===== config.mk =====
export PLATFORM = sky130hd
export DESIGN_NAME = cibrp_ram
export DESIGN_NICKNAME = d
export VERILOG_FILES = /design/src/rtl/cibrp_ram.sv
export SDC_FILE = /design/constraint.sdc
export NUM_CORES = 1
export LEC_CHECK = 0
export BUFFER_PORTS_ARGS = -buffer_cell sky130_fd_sc_hd__buf_2
export CORE_MARGIN = 1.5
export CORE_UTILIZATION = 60
export CTS_BUF_LIST = sky130_fd_sc_hd__clkbuf_4
export CTS_CLUSTER_SIZE = 28
export DETAILED_ROUTE_END_ITERATION = 10
export PLACE_DENSITY = 0.81
export SKIP_CTS_REPAIR_TIMING = 1
export SYNTH_ARGS = -nofsm -noshare
export SYNTH_HDL_FRONTEND = slang
export SYNTH_SLANG_ARGS = --single-unit
export TNS_END_PERCENT = 30

===== constraint.sdc =====
create_clock -name clk -period 4 [get_ports clk]
set_input_delay 0 -clock clk [delete_from_list [all_inputs] [get_ports clk]]
set_output_delay 0 -clock clk [all_outputs]
set_load 0.05 [all_outputs]

===== src/rtl/cibrp_ram.sv =====
// Generic single-port-write, single-port-read RAM with registered read data.
module cibrp_ram #(
    parameter int WIDTH = 8,
    parameter int DEPTH = 16,
    localparam int AW = (DEPTH > 1) ? $clog2(DEPTH) : 1
) (
    input  logic             clk,
    input  logic             wr_en,
    input  logic [AW-1:0]    wr_addr,
    input  logic [WIDTH-1:0] wr_data,
    input  logic             rd_en,
    input  logic [AW-1:0]    rd_addr,
    output logic [WIDTH-1:0] rd_data
);

    logic [WIDTH-1:0] mem [DEPTH];

    always_ff @(posedge clk)
    begin
        if (wr_en)
        begin
            mem[wr_addr] <= wr_data;
        end
    end

    always_ff @(posedge clk)
    begin
        if (rd_en)
        begin
            rd_data <= mem[rd_addr];
        end
    end

endmodule


==> flow_summary.yaml <==
status:
  status: "completed"
placement:
  place.gp.congestion: 0.7203
  dpl.hpwl_um: 5968
  io_buffers: 26
synthesis:
  syn_inst: 229
  syn_nets: 248
  synthMuxAreaShare: 0.1479
  synth_fa_ha_area_frac: 0
  synth-simple-area-share: 0.03135
  yosysUniqueCellTypes: 18
  synth-xor-area-share: 0
  synth.cell_area_um2: 5228
  ys_seq_elements: 136
  synth_seq_area_share: 0.7812
  yosysWarnings: 0
  synth_area_per_cell_um2: 22.83
  synth_compound_area_frac: 0.02298
  synth_top_family_by_area: "multiplexers"
clock_network:
  worstSkewPairLatency_ns: 0.51
  cts_buffers: 17
  clkSinkCount: 136
  clockBufferDepth: 2
  root_buffer: "clkbuf_4"
  cts_tree: "yes"
  clk_pin_slew_ns: 0.12
  htree_levels: 4
grt:
  grt_use_total: 0.2304
  grt_max_degree: 33
  grt_overflow: 0
  antenna_found_initial: 0
  grt_pass1_wl_um: 14170
  grt_pass1_vias: 2480
floorplanning:
  ioPinCount: 27
  coreArea_um2: 8341
  die_h_um: 96.34
  dieWidth_um: 96.34
  row_count: 33
  dieArea_um2: 9281
  initial_core_util: 0.6268
sta:
  tns_ns: 0
  period_needed_ns: 1.686
  rsz0062_at_grt: "false"
  max_clock_freq_mhz: 593.2
  setup_viol: 0
  hold_violations: 0
  skew_ns: 0.01773
  drv_slew: 0
  period_share: 0.4214
  worst_pin_slew_ns: 1.263
  slew-limit-headroom: 0.1513
  hold_slack_ns: 0.1724
routing:
  drc: 0
  viasPerCell: 6.398
  dr_wl_met3_um: 800
  vias: 2521
  wire_per_inst_um: 24.15
  top_layer_used: "met4"
  ant_nets: 0
  drt_iter0_drc: 251
  dr.pass1.iters: 5
  drt-met1-wl_um: 3843
  wl_um: 9516
  met2_wirelength_um: 4767
setup_path:
  cp.required_ns: 4.14
  crit_type: "in -> reg"
  worstSetupEndpointType: "register"
  cp_data_arrival_time_ns: 1.83
  timing.critical_path.from_type: "primary input"
  path_max_fanout: 8
cells_and_area:
  fin_nets: 296
  syn2layout_area_growth_pct: 12.88
  fillers: 493
  diodes: 0
  drive_gt1_frac: 0.2664
pwr:
  pwr_density_cell_nw_per_um2: 486.7
  p_leak_nw: 1.954
  vdd_drop_max_mv: 0.3402
flow_run:
  cap_violations: 0
hold_path:
  hp-class: "in -> reg"
==> per-stage QoR <==
stage | power [W] | setup slack (ns) | cells | cell area (um2) | utilization
2_1_floorplan | 0.001747 | 2.507 | 229 | 5228 | -
3_3_place_gp | 0.001797 | 1.905 | 351 | 5420 | 0.6499
3_5_place_dp | 0.001805 | 1.894 | 351 | 5420 | 0.6499
4_1_cts | 0.002874 | 2.473 | 382 | 5781 | 0.6931
5_1_grt | 0.002960 | 2.312 | 394 | 5901 | 0.7075
6_report | 0.002872 | 2.314 | 394 | 5901 | 0.7075
==> worst max-delay path: stages <==
cell and delay, ns:
dlygate4sd3_1 0.53, buf_2 0.17, nor3_2 0.21, dlygate4sd3_1 0.91
==> layout make-up <==
cell class	instances	area [um2]	area share
flip-flops and latches	136	4084	0.6921
multi-input cells	83	1067	0.1809
repair buffers	39	257.7	0.04368
clock buffers	18	135.1	0.02290
clock inverters	13	225.2	0.03817
well taps	105	131.4	0.02226
==> worst paths after layout <==
kind | start | to | slack, ns | cells past startpoint
worst max register to register | mem[3][4] | rd_data[4] | 2.49 | 3
worst min register to register | mem[14][4] | rd_data[4] | 0.75 | 3
worst min-delay path | rd_addr[2] | rd_data[1] | 0.17 | 4
worst max-delay path | wr_addr[1] | mem[12][6] | 2.31 | 4
==> power by group <==
part           switching (W)  leakage [nW]  internal [W]  total [W]
combinational       0.000106         0.533     0.0000628   0.000168
clock               0.000468         0.184      0.000624    0.00109
sequential        0.00000819          1.24       0.00160    0.00161
total               0.000582          1.95       0.00229    0.00287
==> cell families (layout without fill, tap and decap cells) <==
kind of cell    count (synthesis)  in the layout
mux                            32             32
buf+inv                        10             70
flops                         136            136
simple gates                   35             35
compound gates                 16             16
==> layer usage <==
layer,up-vias,GRT usage
met2,138,0.3556
met4,0,0.08454
met3,8,0.06872
met1,1287,0.3171
li1,1088,-
met5,-,0
==> state kept, by name, summed over array words and instances, names as in the netlist <==
name,cells
rd_data,8
mem,128
==> cell usage in the layout, fill, tap and decap left out, drive strengths merged <==
master and instances:
nor2 13, clkinvlp 2, nand2 9, mux4 32, clkinv 3, a22oi 16, dlygate4sd3 12, inv 2
nor2b 1, and2b 1, or3b 1, nand3 1, edfxtp 136, nand3b 2, clkbuf 18, and2 1
bufinv 6, buf 27, nor3 4, nand2b 2
==> synth_stat cells (all sizes together) <==
cell | instances | area (um2)
nand3b | 2 | 15.01
nor2b | 1 | 6.260
or3b | 1 | 8.760
nand2 | 9 | 33.78
nor3 | 4 | 20.02
nor2 | 13 | 48.80
clkdlybuf4s25 | 3 | 30.03
nand2b | 2 | 12.51
nand3 | 1 | 5.000
edfxtp | 136 | 4084
a22oi | 16 | 120.1
mux4 | 32 | 773.2
buf | 7 | 56.30
and2b | 1 | 7.510
and2 | 1 | 6.260
Power figures use the tool's default switching activity.
